### src/rtl/rvsd_pkg.sv
// rvsd_pkg: shared types, encoding table and codes for the rv64 subset decoder
package rvsd_pkg;

  localparam int unsigned NUM_OPS = 31;

  localparam logic [4:0] OP_UNKNOWN = 5'd31;

  localparam logic [2:0] CLASS_ALU     = 3'd0;
  localparam logic [2:0] CLASS_FPU     = 3'd1;
  localparam logic [2:0] CLASS_LDST    = 3'd2;
  localparam logic [2:0] CLASS_BRANCH  = 3'd3;
  localparam logic [2:0] CLASS_UNKNOWN = 3'd4;

  // one mask/match encoding and its class
  typedef struct packed {
    logic [31:0] mask;
    logic [31:0] match;
    logic [2:0]  cls;
  } rvsd_enc_t;

  // entry index is the dense opcode, lowest index wins
  localparam rvsd_enc_t ENC_TABLE [NUM_OPS] = '{
    '{32'hfe00707f, 32'h00000033, CLASS_ALU},     // add
    '{32'h0000707f, 32'h00000013, CLASS_ALU},     // addi
    '{32'h0000707f, 32'h0000001b, CLASS_ALU},     // addiw
    '{32'hfe00707f, 32'h0000003b, CLASS_ALU},     // addw
    '{32'h0000007f, 32'h00000017, CLASS_BRANCH},  // auipc
    '{32'h0000707f, 32'h00000063, CLASS_BRANCH},  // beq
    '{32'h0000707f, 32'h00007063, CLASS_BRANCH},  // bgeu
    '{32'h0000707f, 32'h00006063, CLASS_BRANCH},  // bltu
    '{32'h0000707f, 32'h00001063, CLASS_BRANCH},  // bne
    '{32'hfe00007f, 32'h10000053, CLASS_FPU},     // fmul.s
    '{32'h0000707f, 32'h00002007, CLASS_LDST},    // flw
    '{32'h0600007f, 32'h00000043, CLASS_FPU},     // fmadd.s
    '{32'h0000707f, 32'h00002027, CLASS_LDST},    // fsw
    '{32'h0000707f, 32'h00003003, CLASS_LDST},    // ld
    '{32'h0000007f, 32'h00000037, CLASS_LDST},    // lui
    '{32'h0000707f, 32'h00002003, CLASS_LDST},    // lw
    '{32'h0000707f, 32'h00006003, CLASS_LDST},    // lwu
    '{32'hfe00707f, 32'h02000033, CLASS_ALU},     // mul
    '{32'hfe00707f, 32'h0200003b, CLASS_ALU},     // mulw
    '{32'h0000707f, 32'h00002023, CLASS_LDST},    // sw
    '{32'hfe00707f, 32'h00003033, CLASS_ALU},     // sltu
    '{32'hfe00707f, 32'h0000101b, CLASS_ALU},     // slliw
    '{32'hfc00707f, 32'h00001013, CLASS_ALU},     // slli
    '{32'hfe00707f, 32'h00002033, CLASS_ALU},     // slt
    '{32'h0000007f, 32'h0000006f, CLASS_BRANCH},  // jal
    '{32'h0000707f, 32'h00000067, CLASS_BRANCH},  // jalr
    '{32'h0000707f, 32'h00003023, CLASS_LDST},    // sd
    '{32'h0000707f, 32'h00007013, CLASS_ALU},     // andi
    '{32'h0000707f, 32'h00006013, CLASS_ALU},     // ori
    '{32'h0000707f, 32'h00004013, CLASS_ALU},     // xori
    '{32'hfe00707f, 32'h00006033, CLASS_ALU}      // or
  };

  // opcode lookup result
  typedef struct packed {
    logic [4:0] op_id;
    logic [2:0] op_class;
  } rvsd_dec_t;

  // register fields and immediates taken straight from the word
  typedef struct packed {
    logic [4:0]         dest_reg;
    logic [4:0]         src1_reg;
    logic [4:0]         src2_reg;
    logic [4:0]         src3_reg;
    logic signed [31:0] upper_imm;
    logic signed [11:0] short_imm;
    logic signed [11:0] store_imm;
    logic signed [12:0] branch_imm;
    logic signed [20:0] jump_imm;
  } rvsd_fields_t;

  // complete decoded item
  typedef struct packed {
    logic [31:0]  raw_word;
    rvsd_dec_t    dec;
    rvsd_fields_t fields;
  } rvsd_result_t;

endpackage

### src/rtl/rvsd_match.sv
// rvsd_match: mask/match lookup of the instruction word, first hit wins
module rvsd_match
  import rvsd_pkg::*;
(
  input  logic [31:0] word,
  output rvsd_dec_t   dec
);

  logic [NUM_OPS-1:0] hit;

  // compare against every table entry in parallel
  always_comb begin
    for (int i = 0; i < NUM_OPS; i++) begin
      hit[i] = ((word & ENC_TABLE[i].mask) == ENC_TABLE[i].match);
    end
  end

  // priority select, scanning from the top so the lowest index ends up chosen
  always_comb begin
    dec.op_id    = OP_UNKNOWN;
    dec.op_class = CLASS_UNKNOWN;
    for (int i = NUM_OPS - 1; i >= 0; i--) begin
      if (hit[i]) begin
        dec.op_id    = 5'(i);
        dec.op_class = ENC_TABLE[i].cls;
      end
    end
  end

endmodule

### src/rtl/rvsd_fields.sv
// rvsd_fields: register index and immediate extraction for all formats
module rvsd_fields
  import rvsd_pkg::*;
(
  input  logic [31:0]  word,
  output rvsd_fields_t fields
);

  // register indices
  assign fields.dest_reg = word[11:7];
  assign fields.src1_reg = word[19:15];
  assign fields.src2_reg = word[24:20];
  assign fields.src3_reg = word[31:27];

  // u, i and s formats
  assign fields.upper_imm = {word[31:12], 12'b0};
  assign fields.short_imm = word[31:20];
  assign fields.store_imm = {word[31:25], word[11:7]};

  // b and j formats, even offsets
  assign fields.branch_imm = {word[31], word[7], word[30:25], word[11:8], 1'b0};
  assign fields.jump_imm   = {word[31], word[19:12], word[20], word[30:21], 1'b0};

endmodule

### src/rtl/rv64_subset_instruction_decoder.sv
// rv64_subset_instruction_decoder: registered decoder for an rv64 i/m/f subset
// path: an accepted item passes the input register, then the result register, to out_tvalid
// throughput: one item per cycle while out_tready is high; the decode between the two registers is a single pass
// both register stages advance while the result side drains, so stalls cost no gaps
// reset: synchronous active-low rst_n clears both stage valids; payloads are not reset
module rv64_subset_instruction_decoder
  import rvsd_pkg::*;
(
  input  logic         clk,
  input  logic         rst_n,
  input  logic         in_tvalid,
  output logic         in_tready,
  input  logic [31:0]  in_tdata,   // [31:0] instruction_word
  output logic         out_tvalid,
  input  logic         out_tready,
  // [31:0] raw_word, [36:32] op_id, [39:37] op_class, [44:40] dest_reg,
  // [49:45] src1_reg, [54:50] src2_reg, [59:55] src3_reg, [91:60] upper_imm,
  // [103:92] short_imm, [115:104] store_imm, [128:116] branch_imm,
  // [149:129] jump_imm, [151:150] zero
  output logic [151:0] out_tdata
);

  logic         in_valid_r;
  logic         in_valid_nxt;
  logic [31:0]  word_r;
  logic         out_valid_r;
  logic         out_valid_nxt;
  rvsd_result_t res_r;
  rvsd_result_t res_nxt;
  rvsd_dec_t    dec;
  rvsd_fields_t fields;
  logic         res_load;
  logic         in_load;

  // stage handshakes
  assign res_load  = in_valid_r && (!out_valid_r || out_tready);
  assign in_tready = !in_valid_r || res_load;
  assign in_load   = in_tvalid && in_tready;

  // decode logic between the registers
  rvsd_match u_match (
    .word (word_r),
    .dec  (dec)
  );

  rvsd_fields u_fields (
    .word   (word_r),
    .fields (fields)
  );

  always_comb begin
    res_nxt.raw_word = word_r;
    res_nxt.dec      = dec;
    res_nxt.fields   = fields;
  end

  // valid flags for both stages
  always_comb begin
    in_valid_nxt = in_valid_r;
    if (in_tready) begin
      in_valid_nxt = in_tvalid;
    end
    out_valid_nxt = out_valid_r;
    if (res_load) begin
      out_valid_nxt = 1'b1;
    end else if (out_tready) begin
      out_valid_nxt = 1'b0;
    end
  end

  always_ff @(posedge clk) begin
    if (!rst_n) begin
      in_valid_r  <= 1'b0;
      out_valid_r <= 1'b0;
    end else begin
      in_valid_r  <= in_valid_nxt;
      out_valid_r <= out_valid_nxt;
    end
  end

  // payload registers
  always_ff @(posedge clk) begin
    if (in_load) begin
      word_r <= in_tdata;
    end
    if (res_load) begin
      res_r <= res_nxt;
    end
  end

  // result packing
  assign out_tvalid = out_valid_r;
  assign out_tdata  = {2'b00,
                       res_r.fields.jump_imm,
                       res_r.fields.branch_imm,
                       res_r.fields.store_imm,
                       res_r.fields.short_imm,
                       res_r.fields.upper_imm,
                       res_r.fields.src3_reg,
                       res_r.fields.src2_reg,
                       res_r.fields.src1_reg,
                       res_r.fields.dest_reg,
                       res_r.dec.op_class,
                       res_r.dec.op_id,
                       res_r.raw_word};

  // unknown opcode and unknown class always travel together
  a_unknown_pair: assert property (@(posedge clk) disable iff (!rst_n)
    out_valid_r |-> ((res_r.dec.op_id == OP_UNKNOWN) == (res_r.dec.op_class == CLASS_UNKNOWN)))
    else $error("op_id and op_class disagree on unknown");

  // a held input item is moved to the result stage when that stage frees up
  a_advance: assert property (@(posedge clk) disable iff (!rst_n)
    (in_valid_r && (!out_valid_r || out_tready)) |=> out_valid_r)
    else $error("input stage did not advance into a free result stage");

  // an accepted item lands in the input stage
  a_accept: assert property (@(posedge clk) disable iff (!rst_n)
    (in_tvalid && in_tready) |=> (in_valid_r && word_r == $past(in_tdata)))
    else $error("accepted item not captured");

  // the echoed word matches the extracted dest_reg and src3_reg fields
  a_fields: assert property (@(posedge clk) disable iff (!rst_n)
    out_valid_r |-> (res_r.fields.dest_reg == res_r.raw_word[11:7] &&
                     res_r.fields.src3_reg == res_r.raw_word[31:27]))
    else $error("register fields inconsistent with raw word");

endmodule

### config.mk
export PLATFORM = sky130hd
export DESIGN_NAME = rv64_subset_instruction_decoder
export DESIGN_NICKNAME = d
export VERILOG_FILES = /design/src/rtl/rvsd_pkg.sv /design/src/rtl/rvsd_match.sv /design/src/rtl/rvsd_fields.sv /design/src/rtl/rv64_subset_instruction_decoder.sv
export SDC_FILE = /design/constraint.sdc
export NUM_CORES = 1
export LEC_CHECK = 0
export ABC_AREA = 0
export BUFFER_PORTS_ARGS = -buffer_cell sky130_fd_sc_hd__clkbuf_2
export CAP_MARGIN = 20
export CELL_PAD_IN_SITES_DETAIL_PLACEMENT = 0
export CELL_PAD_IN_SITES_GLOBAL_PLACEMENT = 2
export CORE_UTILIZATION = 30
export DETAILED_ROUTE_END_ITERATION = 8
export PLACE_DENSITY = 0.84
export SYNTH_ARGS = -nofsm -noshare
export SYNTH_HDL_FRONTEND = slang
export SYNTH_SLANG_ARGS = --single-unit
### constraint.sdc
create_clock -name clk -period 5 [get_ports clk]
set_clock_uncertainty 0.05 [all_clocks]
set_input_delay 1 -clock clk [delete_from_list [all_inputs] [get_ports clk]]
set_output_delay 1 -clock clk [all_outputs]
set_load 0.005 [all_outputs]
==> results.json <==
{
  "maxCapViolations": 0,
  "p_leak_nw": 1.835,
  "num_io_pins": 190,
  "hp-class": "reg -> reg",
  "ff2ff_path_depth": 5,
  "max_stage_delay_ps": 300,
  "die_h_um": 113.9,
  "synth_top_area_share_pct": 57.52,
  "drtIter0Drc": 158,
  "post-route-util_pct": 35.98,
  "firstDrtPassIters": 5,
  "synth-xor-area-share_pct": 0.4660,
  "grt_pass1_wl_um": 11270,
  "fillers": 1237,
  "root_buffer": "clkbuf_16",
  "vias_per_cell": 4.296,
  "cp_max_fo": 4,
  "gp_congestion": 0.8664,
  "area_growth_pct": 15.95,
  "synth.mux.area_fraction_pct": 0.2663,
  "antenna_found_initial": 0,
  "die_area_mm2": 0.01298,
  "cts_hold_buf": 0,
  "synth.area.top_cells": "edfxtp_1 58%, buf_4 22%, a211oi_1 1.2%",
  "r2r-start": "word_r[5]$_DFFE_PP_",
  "drv_slew": 0,
  "synth_seq_cells": 74,
  "min_from": "word_r[22]$_DFFE_PP_",
  "arrival_ps": 1630,
  "synth-seq-area-share_pct": 58.59,
  "nNetsFinal": 424,
  "worst_slew_pin_slew_ps": 625.4,
  "grt_max_degree": 41,
  "track_usage_pct": 11.45,
  "antennaDiodeCount": 0,
  "hold_depth": 0,
  "cp-start-kind": "input pin",
  "ys.warnings.count": 0,
  "num_rows": 40,
  "synthAdderAreaFrac_pct": 0,
  "reg2reg_to": "out_tdata[32]$_SDFFCE_PP0P_",
  "yosys.area.top_type": "edfxtp_1",
  "initial_utilization_pct": 31.03,
  "design_area_mm2": 0.004358,
  "core_mm2": 0.01211,
  "postCtsSetupRepairBufs": 0,
  "wl_um": 7586,
  "syn_avg_cell_area_um2": 12.32,
  "wire_per_inst_um": 13.52,
  "status": "complete, no violations",
  "rsz0062_at_grt": "no",
  "die_x_um": 113.9,
  "crit_type": "in -> out",
  "htreeDepth": 3,
  "placed_area_mm2": 0.004036,
  "fin_crit_sh_pct": 53.60,
  "mappedNetlistArea_mm2": 0.003759,
  "grt_overflow": 0,
  "fin_crit_ps": 2680,
  "r2r_slack_ps": 2580,
  "max_clock_freq_mhz": 373.1,
  "clock_sinks": 74,
  "cts_resized": 0,
  "slew_headroom_pct": 57.92,
  "hold_violations": 0,
  "drive_gt1_share_pct": 50.13,
  "synth_top_family_by_area": "buffers and inverters",
  "setup_viol": 0,
  "power_per_cell_area_mw_per_mm2": 342.7,
  "crit_path_frequent_cell": "clkbuf_2",
  "synth_compound_area_share_pct": 4.860,
  "dp_hpwl_um": 5580,
  "grt_pass1_vias": 2118,
  "io_buffers": 173,
  "cp_data_required_time_ps": 3950,
  "worstSkewPairLatency_ps": 320,
  "cpMaxStageDelayCell": "nor2b_1",
  "path_clk_slew_ps": 60,
  "netlist_instances": 305,
  "cts_buffer_depth": 2,
  "path_cells": "clkbuf_2, nor2b_1, nand2_1, clkbuf_2",
  "synth.distinct_cells": 44,
  "drc": 0,
  "worstHoldEndpoint": "out_tdata[22]$_DFFE_PP_",
  "cp-end-kind": "primary output",
  "fin_tns_setup_ps": 0,
  "cts_buffers": 9,
  "num_vias": 2410,
  "postRouteAntennaNets": 0,
  "synth-simple-area-share_pct": 12.18,
  "irDropWorstVdd_uv": 187.1,
  "cts_tree": "built"
}
-- report_power, final --
| group | switching [mW] | internal, mW | total (mW) |
|---|---|---|---|
| Clock | 0.252 | 0.390 | 0.642 |
| Combinational | 0.0543 | 0.0507 | 0.105 |
| Sequential | 0.0299 | 0.717 | 0.747 |
| Total | 0.336 | 1.16 | 1.49 |
-- cell usage after synthesis --
cell type  count
buf_4        112
edfxtp_1      72
nand2_1       12
nor2_1        12
nand3_1        7
nor3_1         7
a211oi_1       6
nor2b_1        6
nor4_1         6
nand4_1        5
o21ai_0        5
clkbuf_1       4
nand3b_1       4
or3_1          4
or4_1          3
a21oi_1        2
a311oi_1       2
a31oi_1        2
buf_2          2
dfxtp_1        2
inv_1          2
nand2b_1       2
o31ai_1        2
or2_2          2
or3b_2         2
xor2_1         2
a2111oi_0      1
a21boi_0       1
a221o_1        1
and2_1         1
and3_1         1
and3b_1        1
buf_6          1
conb_1         1
mux2i_1        1
nand4b_1       1
nand4bb_1      1
nor4b_1        1
nor4bb_1       1
o21a_1         1
o22ai_1        1
o2bb2ai_1      1
o31a_1         1
or4_4          1
-- registers in the layout, indices dropped and copies added (netlist names) --
name / count
in_valid_r: 1
out_tvalid: 1
word_r: 32
out_tdata: 40
-- final cells by class --
class	count	area (µm²)	area share, %
clock buffer	9	225.2	5.168
clock inverter	7	76.32	1.751
inverter	2	7.507	0.1723
multi-input combinational	125	735.7	16.88
sequential	74	2202	50.53
tap	168	210.2	4.823
timing repair buffer	176	900.9	20.67
-- routing by layer --
| metal | GRT usage (%) | vias to the layer above | wire (µm) |
|---|---|---|---|
| met5 | 0 | - | 0 |
| met4 | 3.377 | 0 | 23 |
| met3 | 3.879 | 2 | 604 |
| met2 | 17.82 | 139 | 3616 |
| met1 | 15.10 | 1128 | 3342 |
| li1 | - | 1141 | - |
-- cells by family after synthesis --
| logic type | Yosys count |
|---|---|
| and+or+nand+nor | 80 |
| buffers and inverters | 121 |
| xor gates and xnor gates | 2 |
| AOI/OAI and AO/OA | 26 |
| muxes | 1 |
| DFF | 74 |
| other | 1 |
-- how the worst max path moves through the flow --
stage	cells after the start	from	endpoint	slack [ps]
global route	4	out_tready	in_tready	2250
finish	4	out_tready	in_tready	2320
global placement	4	out_tready	in_tready	2350
CTS	4	out_tready	in_tready	2320
floorplan	2	out_tready	out_tdata[0]$_DFFE_PP_	1640
detailed placement	4	out_tready	in_tready	2320
-- through the flow --
stage               hold slack [ps]  setup WS, ps  power (mW)  cells
floorplan                     350.3          1637      0.8446    320
global placement              351.4          2352      0.8632    544
detailed placement            354.5          2322      0.8645    544
CTS                           368.6          2321       1.512    560
global route                  372.3          2254       1.559    561
finish                        368.6          2320       1.493    561
-- worst max-delay path, delay by kind of cell --
family	cells	cell delay, ps
buffers and inverters	2	210
AND/OR/NAND/NOR	2	430
-- layout by cell type (no fill, tap or decap), drive strengths merged, types with 2 or more instances in the layout --
| master | netlist | routed |
|---|---|---|
| a211oi | 6 | 6 |
| a21oi | 2 | 2 |
| a311oi | 2 | 2 |
| a31oi | 2 | 2 |
| buf | 115 | 3 |
| clkbuf | 4 | 182 |
| clkinv | 0 | 3 |
| conb | 1 | 16 |
| dfxtp | 2 | 2 |
| edfxtp | 72 | 72 |
| inv | 2 | 4 |
| nand2 | 12 | 12 |
| nand2b | 2 | 2 |
| nand3 | 7 | 7 |
| nand3b | 4 | 4 |
| nand4 | 5 | 5 |
| nor2 | 12 | 12 |
| nor2b | 6 | 6 |
| nor3 | 7 | 7 |
| nor4 | 6 | 6 |
| o21ai | 5 | 5 |
| o31ai | 2 | 2 |
| or2 | 2 | 2 |
| or3 | 4 | 4 |
| or3b | 2 | 2 |
| or4 | 4 | 4 |
| xor2 | 2 | 2 |
Power figures use the tool's default switching activity.
